===== src/rtl/core/ael_pkg.sv =====
// shared types, character codes and limits for the expression lexer
`default_nettype none

package ael_pkg;

	localparam int MANT_W     = 60;
	localparam int FRAC_W     = 5;
	localparam int CNT_W      = 5;
	localparam int MAX_DIGITS = 18;
	localparam int NTOK       = 3;

	localparam logic [7:0] CH_0      = 8'h30;
	localparam logic [7:0] CH_9      = 8'h39;
	localparam logic [7:0] CH_DOT    = 8'h2e;
	localparam logic [7:0] CH_MINUS  = 8'h2d;
	localparam logic [7:0] CH_PLUS   = 8'h2b;
	localparam logic [7:0] CH_STAR   = 8'h2a;
	localparam logic [7:0] CH_SLASH  = 8'h2f;
	localparam logic [7:0] CH_CARET  = 8'h5e;
	localparam logic [7:0] CH_LPAREN = 8'h28;
	localparam logic [7:0] CH_RPAREN = 8'h29;
	localparam logic [7:0] CH_SPACE  = 8'h20;
	localparam logic [7:0] CH_TAB    = 8'h09;
	localparam logic [7:0] CH_CR     = 8'h0d;

	typedef enum logic [3:0] {
		K_NUMBER = 4'd0,
		K_MINUS  = 4'd1,
		K_PLUS   = 4'd2,
		K_STAR   = 4'd3,
		K_SLASH  = 4'd4,
		K_CARET  = 4'd5,
		K_LPAREN = 4'd6,
		K_RPAREN = 4'd7,
		K_END    = 4'd8,
		K_ERROR  = 4'd9
	} kind_t;

	typedef enum logic [2:0] {
		M_IDLE = 3'd0,
		M_WS   = 3'd1,
		M_INT  = 3'd2,
		M_DOT  = 3'd3,
		M_FRAC = 3'd4,
		M_SKIP = 3'd5
	} mode_t;

	typedef struct packed {
		mode_t              mode;
		logic [MANT_W-1:0]  acc;
		logic [FRAC_W-1:0]  fc;
		logic [CNT_W-1:0]   dc;
	} scan_t;

	typedef struct packed {
		kind_t              kind;
		logic [MANT_W-1:0]  mant;
		logic [FRAC_W-1:0]  frac;
		logic               last;
	} tok_t;

	localparam scan_t SCAN_RESET = '{mode: M_IDLE, acc: '0, fc: '0, dc: '0};

endpackage

`default_nettype wire


===== src/rtl/core/ael_step.sv =====
// per-character scan logic: next scan state and up to three tokens
`default_nettype none

module ael_step #(
	parameter int MAX_DIGITS = ael_pkg::MAX_DIGITS
) (
	input  wire logic [7:0]            ch,
	input  wire logic                  has,
	input  wire logic                  eoe,
	input  wire ael_pkg::scan_t        st,
	output ael_pkg::scan_t             nst,
	output ael_pkg::tok_t [2:0]        toks,
	output logic [1:0]                 tok_cnt
);

	logic              dig, dot, sp;
	logic              op_ok;
	ael_pkg::kind_t    op_kind;
	logic [63:0]       grown;
	logic              ovf;

	assign dig = (ch >= ael_pkg::CH_0) && (ch <= ael_pkg::CH_9);
	assign dot = (ch == ael_pkg::CH_DOT);
	assign sp  = (ch == ael_pkg::CH_SPACE) || ((ch >= ael_pkg::CH_TAB) && (ch <= ael_pkg::CH_CR));

	// acc * 10 + digit, overflow when it leaves 60 bits or too many digits
	assign grown = ({4'b0, st.acc} << 3) + ({4'b0, st.acc} << 1) + {60'b0, ch[3:0]};
	assign ovf   = (|grown[63:60]) || (st.dc >= ael_pkg::CNT_W'(MAX_DIGITS));

	always_comb begin
		op_ok   = 1'b1;
		op_kind = ael_pkg::K_MINUS;
		unique case (ch)
			ael_pkg::CH_MINUS:  op_kind = ael_pkg::K_MINUS;
			ael_pkg::CH_PLUS:   op_kind = ael_pkg::K_PLUS;
			ael_pkg::CH_STAR:   op_kind = ael_pkg::K_STAR;
			ael_pkg::CH_SLASH:  op_kind = ael_pkg::K_SLASH;
			ael_pkg::CH_CARET:  op_kind = ael_pkg::K_CARET;
			ael_pkg::CH_LPAREN: op_kind = ael_pkg::K_LPAREN;
			ael_pkg::CH_RPAREN: op_kind = ael_pkg::K_RPAREN;
			default:            op_ok   = 1'b0;
		endcase
	end

	ael_pkg::scan_t mid;
	ael_pkg::mode_t md;
	logic           ok, push, push_frac, fl1, opv, fl2, fin;
	ael_pkg::kind_t fin_kind;
	logic [1:0]     n;

	always_comb begin
		mid       = st;
		nst       = st;
		ok        = 1'b1;
		push      = 1'b0;
		push_frac = 1'b0;
		fl1       = 1'b0;
		opv       = 1'b0;
		fl2       = 1'b0;
		fin       = 1'b0;
		fin_kind  = ael_pkg::K_END;
		toks      = '0;
		n         = 2'd0;

		unique case (st.mode)
			ael_pkg::M_WS, ael_pkg::M_INT, ael_pkg::M_DOT,
			ael_pkg::M_FRAC, ael_pkg::M_SKIP: md = st.mode;
			default:                          md = ael_pkg::M_IDLE;
		endcase
		mid.mode = md;

		if (md == ael_pkg::M_SKIP) begin
			if (eoe) begin
				nst = ael_pkg::SCAN_RESET;
			end
		end else begin
			if (has) begin
				unique case (md)
					ael_pkg::M_INT, ael_pkg::M_FRAC: begin
						if (dig) begin
							push      = 1'b1;
							push_frac = (md == ael_pkg::M_FRAC);
						end else if (dot) begin
							if (md == ael_pkg::M_INT) mid.mode = ael_pkg::M_DOT;
							else ok = 1'b0;
						end else begin
							// number closed by this character, then start a new token
							fl1      = 1'b1;
							mid      = ael_pkg::SCAN_RESET;
							if (sp) mid.mode = ael_pkg::M_WS;
							else if (op_ok) opv = 1'b1;
							else ok = 1'b0;
						end
					end
					ael_pkg::M_DOT: begin
						if (dig) begin
							mid.mode  = ael_pkg::M_FRAC;
							push      = 1'b1;
							push_frac = 1'b1;
						end else begin
							ok = 1'b0;
						end
					end
					ael_pkg::M_WS: begin
						if (dig) begin
							mid.mode = ael_pkg::M_INT;
							push     = 1'b1;
						end else if (dot) begin
							mid.mode = ael_pkg::M_DOT;
						end else begin
							ok = 1'b0;
						end
					end
					default: begin
						if (dig) begin
							mid.mode = ael_pkg::M_INT;
							push     = 1'b1;
						end else if (dot) begin
							mid.mode = ael_pkg::M_DOT;
						end else if (sp) begin
							mid.mode = ael_pkg::M_WS;
						end else if (op_ok) begin
							opv = 1'b1;
						end else begin
							ok = 1'b0;
						end
					end
				endcase
			end

			if (push) begin
				if (ovf) begin
					ok = 1'b0;
				end else begin
					mid.acc = grown[59:0];
					mid.dc  = st.dc + 1'b1;
					if (push_frac) mid.fc = st.fc + 1'b1;
				end
			end

			nst = mid;
			if (ok && eoe) begin
				if (mid.mode == ael_pkg::M_INT || mid.mode == ael_pkg::M_FRAC) begin
					fl2 = 1'b1;
				end else if (mid.mode == ael_pkg::M_WS || mid.mode == ael_pkg::M_DOT) begin
					ok = 1'b0;
				end
				if (ok) begin
					fin = 1'b1;
					nst = ael_pkg::SCAN_RESET;
				end
			end
			if (!ok) begin
				fin      = 1'b1;
				fin_kind = ael_pkg::K_ERROR;
				nst      = ael_pkg::SCAN_RESET;
				nst.mode = eoe ? ael_pkg::M_IDLE : ael_pkg::M_SKIP;
			end
		end

		// pack the tokens in emission order
		if (fl1) begin
			toks[n] = '{kind: ael_pkg::K_NUMBER, mant: st.acc, frac: st.fc, last: 1'b0};
			n = n + 2'd1;
		end
		if (opv) begin
			toks[n] = '{kind: op_kind, mant: '0, frac: '0, last: 1'b0};
			n = n + 2'd1;
		end
		if (fl2) begin
			toks[n] = '{kind: ael_pkg::K_NUMBER, mant: mid.acc, frac: mid.fc, last: 1'b0};
			n = n + 2'd1;
		end
		if (fin) begin
			toks[n] = '{kind: fin_kind, mant: '0, frac: '0, last: 1'b1};
			n = n + 2'd1;
		end
		tok_cnt = n;
	end

endmodule

`default_nettype wire


===== src/rtl/core/arith_expression_lexer.sv =====
// streaming tokenizer for arithmetic expressions, top level
// usage:
//   s_* carries one character word per handshake; tdata is the byte, tuser
//   says the byte is real (0 for a bare end mark), tlast closes the expression
//   m_* gives one token word per handshake; tuser is the token kind, tdata
//   holds the mantissa (bits 59:0) and fraction digit count (bits 64:60),
//   tlast marks the end or error token that closes an expression
// path: a character waits in the input register, then its tokens are
//   loaded into a three-entry result buffer, whose head token is offered
//   on m_*; the load waits until the buffer is empty or emptying
// throughput: one character per cycle while each character yields at most
//   one token and m_tready is high; a character that yields more tokens holds
//   the input until the single output port has drained the result buffer
// reset: arst_n clears the scan state, input register and result buffer;
//   the block then waits for the start of a new expression
// stall: while m_tready is low the buffered tokens hold and the input
//   register keeps one more character, after which s_tready drops
`default_nettype none

module arith_expression_lexer #(
	parameter int MAX_DIGITS = ael_pkg::MAX_DIGITS  // digit limit of one number
) (
	input  wire logic        clk,
	input  wire logic        arst_n,
	// character side
	input  wire logic        s_tvalid,
	output logic             s_tready,
	input  wire logic [7:0]  s_tdata,   // [7:0] char_code
	input  wire logic        s_tuser,   // [0] has_char
	input  wire logic        s_tlast,   // end_of_expr
	// token side
	output logic             m_tvalid,
	input  wire logic        m_tready,
	output logic [71:0]      m_tdata,   // [59:0] number_mantissa, [64:60] fraction_digits
	output logic [3:0]       m_tuser,   // [3:0] token_kind
	output logic             m_tlast    // last_token
);

	// input register
	logic        valid_s1;
	logic [7:0]  char_s1;
	logic        has_s1;
	logic        end_s1;

	// scan state and result buffer
	ael_pkg::scan_t        st_q;
	ael_pkg::scan_t        st_next;
	ael_pkg::tok_t [2:0]   toks;
	logic [1:0]            tok_cnt;
	ael_pkg::tok_t         bank_q [3];
	logic [1:0]            head_q;
	logic [1:0]            rem_q;
	ael_pkg::tok_t         cur;

	logic pop, load;

	assign pop  = m_tvalid && m_tready;
	// the buffer takes the next character's tokens once it is empty or emptying
	assign load = valid_s1 && ((rem_q == 2'd0) || ((rem_q == 2'd1) && pop));
	assign s_tready = !valid_s1 || load;

	ael_step #(
		.MAX_DIGITS (MAX_DIGITS)
	) u_step (
		.ch      (char_s1),
		.has     (has_s1),
		.eoe     (end_s1),
		.st      (st_q),
		.nst     (st_next),
		.toks    (toks),
		.tok_cnt (tok_cnt)
	);

	always_ff @(posedge clk or negedge arst_n) begin
		if (!arst_n) begin
			valid_s1 <= 1'b0;
		end else if (s_tvalid && s_tready) begin
			valid_s1 <= 1'b1;
		end else if (load) begin
			valid_s1 <= 1'b0;
		end
	end

	always_ff @(posedge clk) begin
		if (s_tvalid && s_tready) begin
			char_s1 <= s_tdata;
			has_s1  <= s_tuser;
			end_s1  <= s_tlast;
		end
	end

	always_ff @(posedge clk or negedge arst_n) begin
		if (!arst_n) begin
			st_q   <= ael_pkg::SCAN_RESET;
			head_q <= 2'd0;
			rem_q  <= 2'd0;
		end else if (load) begin
			st_q   <= st_next;
			head_q <= 2'd0;
			rem_q  <= tok_cnt;
		end else if (pop) begin
			head_q <= head_q + 2'd1;
			rem_q  <= rem_q - 2'd1;
		end
	end

	// token payload, no reset needed
	always_ff @(posedge clk) begin
		if (load) begin
			bank_q[0] <= toks[0];
			bank_q[1] <= toks[1];
			bank_q[2] <= toks[2];
		end
	end

	always_comb begin
		unique case (head_q)
			2'd1:    cur = bank_q[1];
			2'd2:    cur = bank_q[2];
			default: cur = bank_q[0];
		endcase
	end

	assign m_tvalid = (rem_q != 2'd0);
	assign m_tdata  = {7'b0, cur.frac, cur.mant};
	assign m_tuser  = cur.kind;
	assign m_tlast  = cur.last;

endmodule

`default_nettype wire


===== config.mk =====
export PLATFORM = sky130hd
export DESIGN_NAME = arith_expression_lexer
export DESIGN_NICKNAME = d
export VERILOG_FILES = /design/src/rtl/core/ael_pkg.sv /design/src/rtl/core/ael_step.sv /design/src/rtl/core/arith_expression_lexer.sv
export SDC_FILE = /design/constraint.sdc
export NUM_CORES = 1
export LEC_CHECK = 0
export ABC_AREA = 1
export BUFFER_PORTS_ARGS = -buffer_cell sky130_fd_sc_hd__buf_2
export CAP_MARGIN = 10
export CORE_UTILIZATION = 45
export CTS_CLUSTER_DIAMETER = 60
export DETAILED_ROUTE_END_ITERATION = 8
export SYNTH_ARGS = -nofsm -noshare
export SYNTH_HDL_FRONTEND = slang
export SYNTH_SLANG_ARGS = --single-unit

===== constraint.sdc =====
create_clock -name clk -period 15.04 [get_ports clk]
set_input_delay 0.752 -clock clk [delete_from_list [all_inputs] [get_ports clk]]
set_output_delay 0.752 -clock clk [all_outputs]
set_load 0.05 [all_outputs]

# After elaboration in Yosys (flattened, before gate mapping)
# Memories as Yosys holds them, arrays and structs flattened.
# Cells that the tools add are included.
[classes]
order_cmp = 11
addsub = 9
eq_ne = 27
muxes = 101
n_reduce_logical = 27
[ops]
columns = ["cell", "n"]
rows = [
  ["bitwise mux 210 bit", 3],
  ["two-way mux 210 bit", 3],
  ["two-way mux 73 bit", 8],
  ["two-way mux 70 bit", 8],
  ["demux 70 bit (select 2 bit)", 3],
  ["one-hot mux 70 bit (2 select lines)", 1],
  ["two-way mux 66 bit", 1],
  ["adder 63 x 61 -> 64 bit", 1],
  ["adder 64 x 4 -> 64 bit", 1],
  ["== test 8 x 6 -> 1 bit, second input constant", 8],
  ["two-way mux 1 bit", 51],
  ["two-way mux 3 bit", 10],
  ["== test 3 x 2 -> 1 bit, second input constant", 6],
  ["one-hot mux 3 bit (6 select lines)", 1],
  ["== test 3 bit, second input constant", 5],
  ["two-way mux 2 bit", 7],
  ["adder 5 x 1 -> 5 bit, second input constant", 2],
  ["logical AND 1 bit", 10],
  ["== test 3 x 1 -> 1 bit, second input constant", 3],
  ["one-hot mux 3 bit (3 select lines)", 1],
  ["== test 8 x 7 -> 1 bit, second input constant", 1],
  [">= comparator 8 x 4 -> 1 bit, second input constant", 1],
  [">= comparator 8 x 6 -> 1 bit, second input constant", 1],
  ["<= comparator 8 x 4 -> 1 bit, second input constant", 1],
  ["25 further kinds", 38],
]
[totals]
ram_bits = 210
input_bits = 14
wordCells = 186
memories = 1
ff_bits = 88
out_inout_bits = 79
[memory_table]
columns = ["memory", "depth", "width", "read_ports", "rd_clocked_by_memory_dff", "wr", "line", "text"]
rows = [
  ["bank_q", 3, 70, 3, 0, 3, "arith_expression_lexer.sv:50", "ael_pkg::tok_t bank_q [3];"],
]

# Longest topological paths before layout
# Gate-level depths: netlist of run 1.
[depth]
ltp_word = 22
ltp_mapped = 29
ltp_nobuf = 27

# Modules after synthesis
# A second synthesis of run 1 with hierarchy kept.
[unflattened]
hier_cells = 3308
area_unflattened_um2 = 22775.6
[by_module_without_submodules]
columns = ["module", "cells_each", "area_each_um2", "n_inst", "seq_area_each_um2"]
rows = [
  ["ael_step", 2419, 11652.4, 1, 0.0],
  ["arith_expression_lexer", 889, 11123.2, 1, 8558.2],
]

# Worst setup path after synthesis of run 1
# OpenSTA, ideal clock, no wires.
[synth_timing]
path_kind = "input to register"
start = "in m_tready"
end = "reg st_q[72] (netlist bit)"
setup_slack_ns = 3.661
n_path_buf = 2
setup_ns = 0.154
t_arrival_ns = 11.225
t_required_ns = 14.886
path_stages = 7
path_cell_list = "a21oi_1 > nor2_1 > inv_1 > a21oi_1 > clkbuf_1 > clkbuf_1 > o22ai_1"
[synth_between]
elab_chain_len = 5
[synth_lines]
columns = ["element", "line", "text"]
rows = [
  ["from (decl)", "arith_expression_lexer.sv:33", "input wire logic m_tready,"],
  ["logical AND 1 bit", "arith_expression_lexer.sv:57", "assign pop = m_tvalid && m_tready;"],
  ["logical AND 1 bit", "arith_expression_lexer.sv:59", "assign load = valid_s1 && ((rem_q == 2'd0) || ((rem_q == 2'd1) && pop));"],
  ["logical OR 1 bit", "arith_expression_lexer.sv:59", ""],
  ["logical AND 1 bit", "arith_expression_lexer.sv:59", ""],
  ["named net load", "arith_expression_lexer.sv:55", "logic pop, load;"],
  ["AND reduction 2 bit (no line)", "--", ""],
  ["to (signal assigned)", "arith_expression_lexer.sv:94", "st_q <= ael_pkg::SCAN_RESET;"],
  ["to (signal assigned)", "arith_expression_lexer.sv:98", "st_q <= st_next;"],
  ["to (decl)", "arith_expression_lexer.sv:46", "ael_pkg::scan_t st_q;"],
]
# The timed path passes the listed nets, and every way through them passes these cells.
# A chain may end at the register's enable or synchronous reset.

==> out/results.ini, run 1 <==
[outcome]
status = finished clean

[worst_setup_path]
worst_setup_path_end_kind = flop
worst-r2r-setup-slack_ns = 9.74
critical_path_class = reg -> reg
worstPathRequired_ns = 15.44
critPathLaunchType = flop
r2r.worst_path.cells = 24
r2r-end = bank_q[0][35]
path_max_fanout = 44
crit_arrival_ns = 5.70
worstReg2RegStart = char_s1[3]

[routing]
drt-initial-drc-count = 2119
drt-pass1-iter-count = 6
viasPerCell = 5.58
antenna_left = 0
avgRoutedWirePerCell_um = 20.4
num_vias = 19492
wl_um = 71400
drc_errors = 0

[global_route]
globalRouteOverflowTotal = 0
use_met3_pct = 6.29
track_usage_pct = 30.1
grt_pass1_wl_um = 109000
grt_antenna_before_repair = 1
busiest_layer = met1
met1_usage_pct = 48.1
met2_usage_pct = 41.2
grt_max_degree = 81
grt_pass1_vias = 17878

[timing]
min_period_ns = 5.30
timing.fmax_mhz = 189
fin_crit_sh_pct = 35.2
final-max-slew-violation-count = 0
setup_viol = 0
finalHoldViolCount = 0
grt_setup_unrepaired = no
maxSlewHeadroom_pct = 32.6
holdWs_ns = 0.0636
worst_pin_slew_ns = 1.01
setup_tns_ns = 0
skew_ns = 0.0236

[floorplan]
design.core.area_um2 = 45700
dieArea_um2 = 47400
initial_core_util_pct = 45.9
fp.dieW_um = 218
fp-row-count = 78
die_y_um = 218
io_pins = 93

[clock_tree]
numCtsBuffers = 36
cts_tree = yes
clk_path_buf_depth = 3
cts-resized-gates = 0
hold_buffers = 0
htree_levels = 2
worst_skew_pair.late_latency_ns = 0.55
cts_setup_buffers = 0
clk_pin_slew_ns = 0.07
cts-root-buf = clkbuf_16
cts.sinks = 293

[power]
irDropWorstVdd_uv = 355
powerDensity_nw_per_um2 = 186
leakage_nw = 10.4

[synth]
synth_area_um2 = 21000
yosysSeqAreaShare_pct = 40.1
ys_types = 49
yosys_warnings = 0
syn_area_per_cell_um2 = 7.35
syn_inst = 2853
ys_seq_elements = 293

[run]
cap_violations = 0

[cells_and_area]
final_nets = 3014
n_antenna_cell = 0
layout_commonest_cell = nand2_1
fill_cells = 4522
final_cell_mix = nand2_1 (803), nand3_1 (349), nor2_1 (339), inv_1 (265), edfxtp_1 (215)
drive_above_1_share_pct = 8.54
area_growth_pct = 8.91

[placed_design]
numPortBuffers = 85
dp_hpwl_um = 49500
place.gp.congestion = 0.953

[hold_path]
min-delay-path-class = in -> async

[worst max path at each step]
stage,startpoint,end,slack [ns]
4_1_cts,char_s1[3],bank_q[0][35],9.80
6_report,char_s1[3],bank_q[0][35],9.74
5_1_grt,char_s1[3],bank_q[0][35],9.41
2_1_floorplan,m_tready,st_q[72],3.66
3_3_place_gp,char_s1[3],bank_q[0][35],9.89
3_5_place_dp,char_s1[3],bank_q[0][35],9.80
[cell type report]
cell class / count / area (um2) / share of cell area [%]
Tap cell: 600 / 751 / 3.29
Clock inverter: 19 / 144 / 0.630
Multi-Input combinational cell: 2142 / 10900 / 47.7
Inverter: 288 / 1080 / 4.74
Clock buffer: 46 / 968 / 4.24
Sequential cell: 293 / 8410 / 36.8
Timing Repair Buffer: 105 / 578 / 2.53
[critical path, cell delays in order (launching register included)]
cell and delay (ns):
edfxtp_1 0.39, inv_1 0.17, fa_1 0.58, inv_1 0.07
fa_1 0.42, nand3_1 0.10, nand3_1 0.16, nand3_1 0.11
nand3_1 0.18, nand2_1 0.13, nand2_2 0.10, nand2_1 0.09
nand2_1 0.05, nand2_1 0.05, nand2_1 0.07, nor2_2 0.14
nand2_4 0.20, nor2_4 0.71, buf_4 0.59, nand2_1 0.23
nand2_1 0.18, o21ai_1 0.13, nand2_1 0.11, nand2_1 0.06
nor2_1 0.09
[metal layers]
layer	vias up	share of wire, %
met5	-	0.017
met4	2	1.2
met3	62	10
met2	861	40
met1	9149	48
li1	9418	-
[sequential cells by signal, indices dropped and copies added, names as in the netlist]
register,cells
valid_s1,1
st_q,73
char_s1,8
rem_q,2
bank_q,205
end_s1,1
has_s1,1
head_q,2
[power breakdown]
part / internal (mW) / switching (mW) / total, mW
clock network: 0.477 / 0.360 / 0.837
registers: 1.19 / 0.0789 / 1.27
logic: 0.402 / 1.75 / 2.15
total: 2.07 / 2.19 / 4.25
[cell usage after synthesis (all sizes together)]
master,count,area share [%]
o2bb2ai,1,0.042
a21oi,79,1.9
edfxtp,215,31
o21ai,192,4.6
xor2,29,1.2
nand3b,3,0.11
o211ai,14,0.50
o21bai,19,0.68
a31oi,5,0.15
nor4,7,0.21
nand4,13,0.42
buf,62,1.9
a211oi,1,0.036
a311oi,2,0.084
conb,1,0.018
a31o,1,0.042
clkbuf,74,1.3
a21o,4,0.14
nor3,19,0.50
nand2,814,15
and2,5,0.15
fa,2,0.19
nor2,371,7.0
and3,3,0.090
o21a,14,0.50
ha,132,7.9
o22ai,28,0.84
o31ai,1,0.036
or2,9,0.27
xnor2,14,0.59
dfrtp,78,9.3
nand3,352,8.5
o41ai,1,0.042
inv,288,5.2
[kinds of logic after synthesis]
logic type,share of synthesized area [%]
buf+inv,8.38
fa+ha+maj,8.07
compound gates,9.60
simple gates,32.0
xor+xnor,1.80
flops,40.1
other cells,0.0179
[metrics by stage]
step                util [%]  std cells  setup slack [ns]  instance area, um2  power [mW]
finish                  50.0       3493              9.74               22800        4.25
global route            50.0       3493              9.41               22800        4.45
CTS                     50.0       3493              9.80               22800        4.26
detailed placement      47.5       3428              9.80               21700        3.42
global placement        47.5       3428              9.89               21700        3.40
floorplan                  -       2859              3.66               21000        2.90
(Power assumes the default switching activity.)
==> run 2, diff against run 1 <==
--- a/config.mk
+++ b/config.mk
@@ -5,7 +5,7 @@
 export SDC_FILE = /design/constraint.sdc
 export NUM_CORES = 1
 export LEC_CHECK = 0
-export ABC_AREA = 1
+export ABC_AREA = 0
 export BUFFER_PORTS_ARGS = -buffer_cell sky130_fd_sc_hd__buf_2
 export CAP_MARGIN = 10
 export CORE_UTILIZATION = 45
==> constraint.sdc (replaced) <==
create_clock -name clk -period 4.3 [get_ports clk]
set_input_delay 0.215 -clock clk [delete_from_list [all_inputs] [get_ports clk]]
set_output_delay 0.215 -clock clk [all_outputs]
set_load 0.05 [all_outputs]
==> out/results.ini, run 2 <==
[outcome]
status = finished, violations left
violations = negative setup slack

[timing]
worst_pin_slew_ns = 0.952  ; -0.0589 ns
skew_ns = 0.0171  ; -0.00654 ns
timing.fmax_mhz = 198  ; +5.1%
holdWs_ns = 0.0695  ; +0.00589 ns
min_period_ns = 5.05  ; -0.255 ns
setup_viol = 277  ; +277
finalHoldViolCount = 0  ; unchanged
grt_setup_unrepaired = yes
worst_slack_ns = -0.746  ; -10.48 ns
maxSlewHeadroom_pct = 36.5  ; +3.9 points
fin_crit_sh_pct = 117  ; +82 points
final-max-slew-violation-count = 0  ; unchanged

[clock_tree]
worst_skew_pair.late_latency_ns = 0.55  ; about the same
htree_levels = 2  ; unchanged
cts.sinks = 293  ; unchanged
clk_path_buf_depth = 3  ; unchanged
cts_tree = yes
numCtsBuffers = 35  ; -2.8%
cts-root-buf = clkbuf_16
clk_pin_slew_ns = 0.06  ; about the same

[synth]
yosys_warnings = 0  ; unchanged
synth_xor_area_share_pct = 2.72  ; +0.92 points
syn_inst = 1875  ; -34%
synth.most_common_cell = nand2_1
ys_top_cells_by_count = nand2_1 (220), edfxtp_1 (215), nor2_1 (173)
synth-simple-area-share_pct = 15.3  ; -17 points
ys.flop_type = edfxtp_1
yosysSeqAreaShare_pct = 45.8  ; +5.7 points
ys_types = 90  ; +84%
synth_compound_area_share_pct = 22.3  ; +13 points
ys_seq_elements = 293  ; unchanged
synth_top_area_share_pct = 35.2  ; +4.4 points
synthAdderAreaFrac_pct = 9.22  ; +1.1 points
syn_area_per_cell_um2 = 9.79  ; +33%
async_flop_share_pct = 26.6  ; unchanged
yosysTopAreaCell = edfxtp_1
muxShareOfSynthArea_pct = 0.409  ; +0.41 points
synth-edff-count = 215  ; unchanged
synth_area_um2 = 18400  ; -12%
synth_top_family_by_area = compound AO/OA/AOI/OAI gates
synthTopCellsByArea = edfxtp_1 (35%), dfrtp_1 (11%), ha_1 (9.0%)

[cells_and_area]
area_growth_pct = 41.5
layout_commonest_cell = buf_4
regMostFlops = bank_q
largest_register_ffs = 205  ; unchanged
final_cell_mix = buf_4 (323), nand2_1 (218), edfxtp_1 (215), ha_1 (126), o21ai_0 (121)
reg_top3 = bank_q x205, st_q x73, char_s1 x8
n_antenna_cell = 0  ; unchanged
fin_area_um2 = 26000  ; +14%
drive_above_1_share_pct = 36.2  ; +28 points
final_nets = 2451  ; -19%

[global_route]
grt_pass1_vias = 16220  ; -9.3%
track_usage_pct = 26.3  ; -3.8 points
grt_max_degree = 121  ; +49%
grt_pass1_wl_um = 86600  ; -20%
grt_antenna_before_repair = 0  ; -1
globalRouteOverflowTotal = 0  ; unchanged

[placed_design]
dp_hpwl_um = 36000  ; -27%
place_area_um2 = 21800  ; +0.29%
numPortBuffers = 85  ; unchanged
place.gp.congestion = 0.910  ; -4.6%
post-place-ws_ns = -0.681  ; -10.48 ns

[worst_setup_path]
path_max_fanout = 8  ; -82%
crit_arrival_ns = 5.43  ; -0.27 ns
slowest_delay_ns = 0.55  ; -0.16 ns
cp_common_cell = buf_4
r2r-end = bank_q[0][105]
cp_top_family = compound AO/OA/AOI/OAI gates
crit_slowest_cell = fa_1
cp-startpoint = char_s1[3]
crit_buf_inv = 8  ; +5
critical_path_class = reg -> reg
worstPathRequired_ns = 4.69  ; -10.75 ns
path_cells = inv_4 > fa_1 > inv_2 > fa_2 > a21o_1 > a221o_1 > o211ai_2 > buf_4 > a21oi_2 > o21ai_2 > buf_4 > a2111o_1 > a221oi_2 > or2_1 > o31a_1 > mux2i_2 > buf_4 > inv_4 > ha_4 > o211ai_1 > nand3_4 > buf_12 > buf_16 > a21oi_1
worstReg2RegStart = char_s1[3]
worst-r2r-setup-slack_ns = -0.75  ; -10.48 ns
r2r.worst_path.cells = 24  ; unchanged
worst_setup_path_end_kind = flop
critPathLaunchType = flop

[floorplan]
die_y_um = 204  ; -6.4%
fp-row-count = 73  ; -6.4%
dieArea_um2 = 41600  ; -12%
initial_core_util_pct = 45.9  ; about the same
io_pins = 93  ; unchanged
fp.dieW_um = 204  ; -6.4%
design.core.area_um2 = 40000  ; -12%

[power]
p_total_mw = 12.7  ; +200%
pwr-share-seq_pct = 33.8  ; +4.0 points
cellInternalPower_mw = 7.34  ; +250%
combPwrFrac_pct = 41.8  ; -8.7 points
p_sw_share_pct = 42.4  ; -9.0 points
pwr-share-clk_pct = 24.4  ; +4.7 points
leakage_nw = 11.0  ; +5.9%
netSwitchingPower_mw = 5.40  ; +150%
irDropWorstVdd_uv = 749  ; +110%
powerDensity_nw_per_um2 = 491  ; +160%

[hold_path]
worst_hold_path.num_cells = 4
whs_endpoint = valid_s1
hp-start = m_tready
min-delay-path-class = in -> reg

[routing]
viasPerCell = 5.85  ; +4.9%
drc_errors = 0  ; unchanged
antenna_left = 0  ; unchanged
avgRoutedWirePerCell_um = 21.3  ; +4.4%
drt-pass1-iter-count = 7  ; +1
wl_um = 60900  ; -15%
drt-initial-drc-count = 1459  ; -31%
num_vias = 16705  ; -14%

[run]
cap_violations = 0  ; unchanged

-- run 2: power groups by stage --
stage / clock network [mW] / logic, mW / registers (mW)
global route: 3.27 / 5.64 / 4.38
CTS: 3.17 / 4.85 / 4.31
finish: 3.12 / 5.32 / 4.31
floorplan: 0 / 3.51 / 4.38
global placement: 0 / 4.71 / 4.32
detailed placement: 0 / 4.75 / 4.36
-- run 2: per-stage QoR --
step / std cells / utilization (%) / setup TNS, ns
global placement: 2685 / 54.4 / -107.16
floorplan: 1881 / - / -80.20
global route: 2854 / 64.9 / -198.29
detailed placement: 2685 / 54.4 / -127.15
CTS: 2783 / 59.7 / -127.24
finish: 2854 / 64.9 / -148.11
-- run 2: kinds of logic after synthesis --
family / Yosys count
xor gates and xnor gates: 57
AOI/OAI and AO/OA: 611
DFF: 293
other: 1
adders and majority gates: 134
muxes: 7
buffers and inverters: 171
and+or+nand+nor: 601
-- run 2: worst reg2reg max path, delay by kind of cell, from the launching register on --
kind            cells  cell delay [ns]
compound gates     10             1.86
fa+ha+maj           3             1.04
buf+inv             8             0.97
simple gates        2             0.41
flops               1             0.39
mux                 1             0.24
-- run 2: how the worst max path moves through the flow --
stage,endpoint,slack [ns],cells past startpoint
after floorplan,bank_q[0][132],-0.37,23
after global placement,bank_q[0][106],-0.57,21
after detailed placement,bank_q[0][194],-0.68,19
after CTS,bank_q[0][180],-0.63,21
after global routing,bank_q[0][114],-0.91,24
final,bank_q[0][105],-0.75,24
-- run 2: layout make-up --
type,instances,area (um2)
well taps,525,657
clock buffers,43,958
inverters,41,163
multi-input cells,1419,10800
flip-flops and latches,293,8410
fillers,3154,14000
clock inverters,20,243
repair buffers,513,4770
-- run 2: per-layer routing --
layer	up-vias	track usage [%]	share of wire [%]
met5	-	0	0
met4	0	7.97	2.6
met1	8248	36.5	45
met3	90	3.65	5.3
li1	7854	-	-
met2	513	42.6	47
-- run 2: what timing repair did --
| item | CTS | global route |
|---|---|---|
| hold endpoints to repair | 63 | 0 |
| gates cloned | 8 | 32 |
| pin swaps | 18 | 108 |
| gates resized for setup | 84 | 280 |
| endpoints found under the setup margin | 273 | 278 |
| buffers inserted | 19 | 44 |
| hold buffers | 12 | 0 |
==> run 3, diff against run 2 <==
--- a/config.mk
+++ b/config.mk
@@ -14,3 +14,4 @@
 export SYNTH_ARGS = -nofsm -noshare
 export SYNTH_HDL_FRONTEND = slang
 export SYNTH_SLANG_ARGS = --single-unit
+export TNS_END_PERCENT = 10
==> out/results.ini, run 3 (synthesis results as in run 2) <==
[worst_setup_path]
cp_common_cell = inv_2
r2r.worst_path.cells = 21  ; -13%
crit_slowest_cell = fa_1
worstReg2RegStart = char_s1[3]
crit_arrival_ns = 5.30  ; -0.13 ns
path_cells = inv_2 > fa_1 > inv_2 > fa_2 > a21o_1 > a221o_1 > o211ai_2 > nor3_2 > o2111ai_2 > a211oi_2 > or3_4 > a2bb2o_4 > o31a_1 > mux2i_2 > ha_2 > inv_2 > o211ai_1 > buf_4 > buf_8 > clkbuf_16 > nor2_1
slowest_delay_ns = 0.55  ; about the same
critPathLaunchType = flop
worstPathRequired_ns = 4.60  ; -0.09 ns
worst_setup_path_end_kind = flop
r2r-end = bank_q[0][149]
path_max_fanout = 14  ; +6
cp-startpoint = char_s1[3]
critical_path_class = reg -> reg
cp-endpoint = bank_q[0][149]
worst-r2r-setup-slack_ns = -0.69  ; +0.05 ns

[floorplan]
fp-row-count = 73  ; unchanged
fp.dieW_um = 204  ; unchanged
design.core.area_um2 = 40000  ; unchanged
dieArea_um2 = 41600  ; unchanged
die_y_um = 204  ; unchanged
initial_core_util_pct = 45.9  ; unchanged
io_pins = 93  ; unchanged

[timing]
setup_viol = 271  ; -2.2%
finalHoldViolCount = 0  ; unchanged
worst_pin_slew_ns = 1.12  ; +0.172 ns
min_period_ns = 4.99  ; -0.0514 ns
skew_ns = 0.0159  ; -0.00118 ns
grt_setup_unrepaired = yes
fin_crit_sh_pct = 116  ; -1.2 points
worst_slack_ns = -0.694  ; +0.0514 ns
final-max-slew-violation-count = 0  ; unchanged
timing.fmax_mhz = 200  ; +1.0%
maxSlewHeadroom_pct = 25.0  ; -11 points

[global_route]
grt_pass1_wl_um = 84800  ; -2.1%
grt_pass1_vias = 15730  ; -3.0%
grt_max_degree = 106  ; -12%
track_usage_pct = 25.8  ; -0.55 points
globalRouteOverflowTotal = 0  ; unchanged
grt_antenna_before_repair = 0  ; unchanged

[cells_and_area]
n_antenna_cell = 0  ; unchanged
layout_commonest_cell = buf_4
drive_above_1_share_pct = 28.9  ; -7.3 points
final_cell_mix = buf_4 (302), nand2_1 (220), edfxtp_1 (215), nor2_1 (160), o21ai_0 (131)
fill_cells = 3458  ; +9.6%
area_growth_pct = 29.6
largest_register_ffs = 205  ; unchanged
final_cells = 2772  ; -2.9%
reg_top3 = bank_q x205, st_q x73, char_s1 x8
final_nets = 2368  ; -3.4%
final_core_util_pct = 59.4  ; -5.5 points
regMostFlops = bank_q

[routing]
viasPerCell = 5.76  ; -1.5%
wl_um = 53600  ; -12%
avgRoutedWirePerCell_um = 19.3  ; -9.4%
drt-initial-drc-count = 1119  ; -23%
drc_errors = 0  ; unchanged
drt-pass1-iter-count = 5  ; -2
antenna_left = 0  ; unchanged
num_vias = 15976  ; -4.4%

[hold_path]
min-delay-path-class = in -> reg

[placed_design]
place_inst = 2683  ; -0.074%
dp_hpwl_um = 36400  ; +1.2%
place.gp.congestion = 0.897  ; -1.4%
numPortBuffers = 85  ; unchanged

[outcome]
status = finished, violations left
violations = negative setup slack

[clock_tree]
cts-root-buf = clkbuf_16
cts.sinks = 293  ; unchanged
clk_path_buf_depth = 3  ; unchanged
numCtsBuffers = 35  ; unchanged
htree_levels = 2  ; unchanged
clk_pin_slew_ns = 0.06  ; about the same
cts_tree = yes
worst_skew_pair.late_latency_ns = 0.55  ; about the same

[run]
cap_violations = 0  ; unchanged

[power]
irDropWorstVdd_uv = 1010  ; +35%
leakage_nw = 10.2  ; -7.9%
powerDensity_nw_per_um2 = 503  ; +2.4%

-- run 3: cell count changes in the layout (fill, tap and decap cells not counted), moves of 10 or more --
cell,delta
o21ai_1,+12
nor2_4,-51
o21ai_2,-21
buf_6,-21
nor2_2,-17
o21ai_0,+10
buf_4,-21
nor2_1,+68
clkbuf_16,-24
-- run 3: what timing repair did --
| item | CTS | global route |
|---|---|---|
| setup endpoints to repair | 276 | 278 |
| pin swaps | 89 | 20 |
| resized for setup | 118 | 57 |
| hold buffers | 12 | 0 |
| hold endpoints to repair | 44 | 0 |
| buffers inserted | 7 | 2 |
| cloned | 2 | 2 |
-- run 3: layout make-up --
cell class              count  area (um2)  share of cell area [%]
multi-input cells        1417       10000                    42.1
flip-flops and latches    293        8410                    35.4
repair buffers            432        3460                    14.6
clock buffers              48         975                    4.10
well taps                 525         657                    2.76
inverters                  41         158                   0.663
clock inverters            16         110                   0.463
-- run 3: how the worst min path moves through the flow --
stage	from	end	cells past startpoint
after global routing	m_tready	valid_s1	4
after detailed placement	arst_n	rem_q[0]	1
final	m_tready	head_q[0]	3
after global placement	arst_n	rem_q[0]	1
after floorplan	arst_n	head_q[0]	0
after CTS	m_tready	head_q[0]	3
-- run 3: critical path: cells and delay by family (launching register included) --
kind,cells,cell delay (ns)
buffers and inverters,6,0.65
AOI/OAI and AO/OA,8,1.83
adders and majority gates,3,1.11
DFF,1,0.36
muxes,1,0.25
and+or+nand+nor,3,0.53
-- run 3: per-layer routing --
layer	share of wire, %	wire (um)	track usage [%]
met1	46	24600	35.7
met3	5.4	2890	4.16
met5	0	0	0
met2	47	24900	41.6
met4	2.1	1130	7.09
-- run 3: report_power, final --
group | internal (mW) | switching, mW
registers | 4.05 | 0.248
clock network | 1.61 | 1.20
logic | 1.09 | 3.75
total | 6.75 | 5.20
-- run 3: through the flow --
| stage | total power [mW] | setup TNS (ns) | setup WS (ns) | hold slack (ns) | cell area, um2 |
|---|---|---|---|---|---|
| detailed placement | 9.15 | -146.87 | -0.698 | 0.213 | 21600 |
| floorplan | 7.87 | -89.58 | -0.395 | -0.0806 | 18500 |
| finish | 11.9 | -124.54 | -0.694 | 0.0465 | 23800 |
| global route | 12.5 | -173.18 | -0.881 | 0.0654 | 23800 |
| global placement | 9.09 | -118.47 | -0.575 | 0.208 | 21600 |
| CTS | 12.0 | -120.22 | -0.653 | 0.0219 | 23500 |
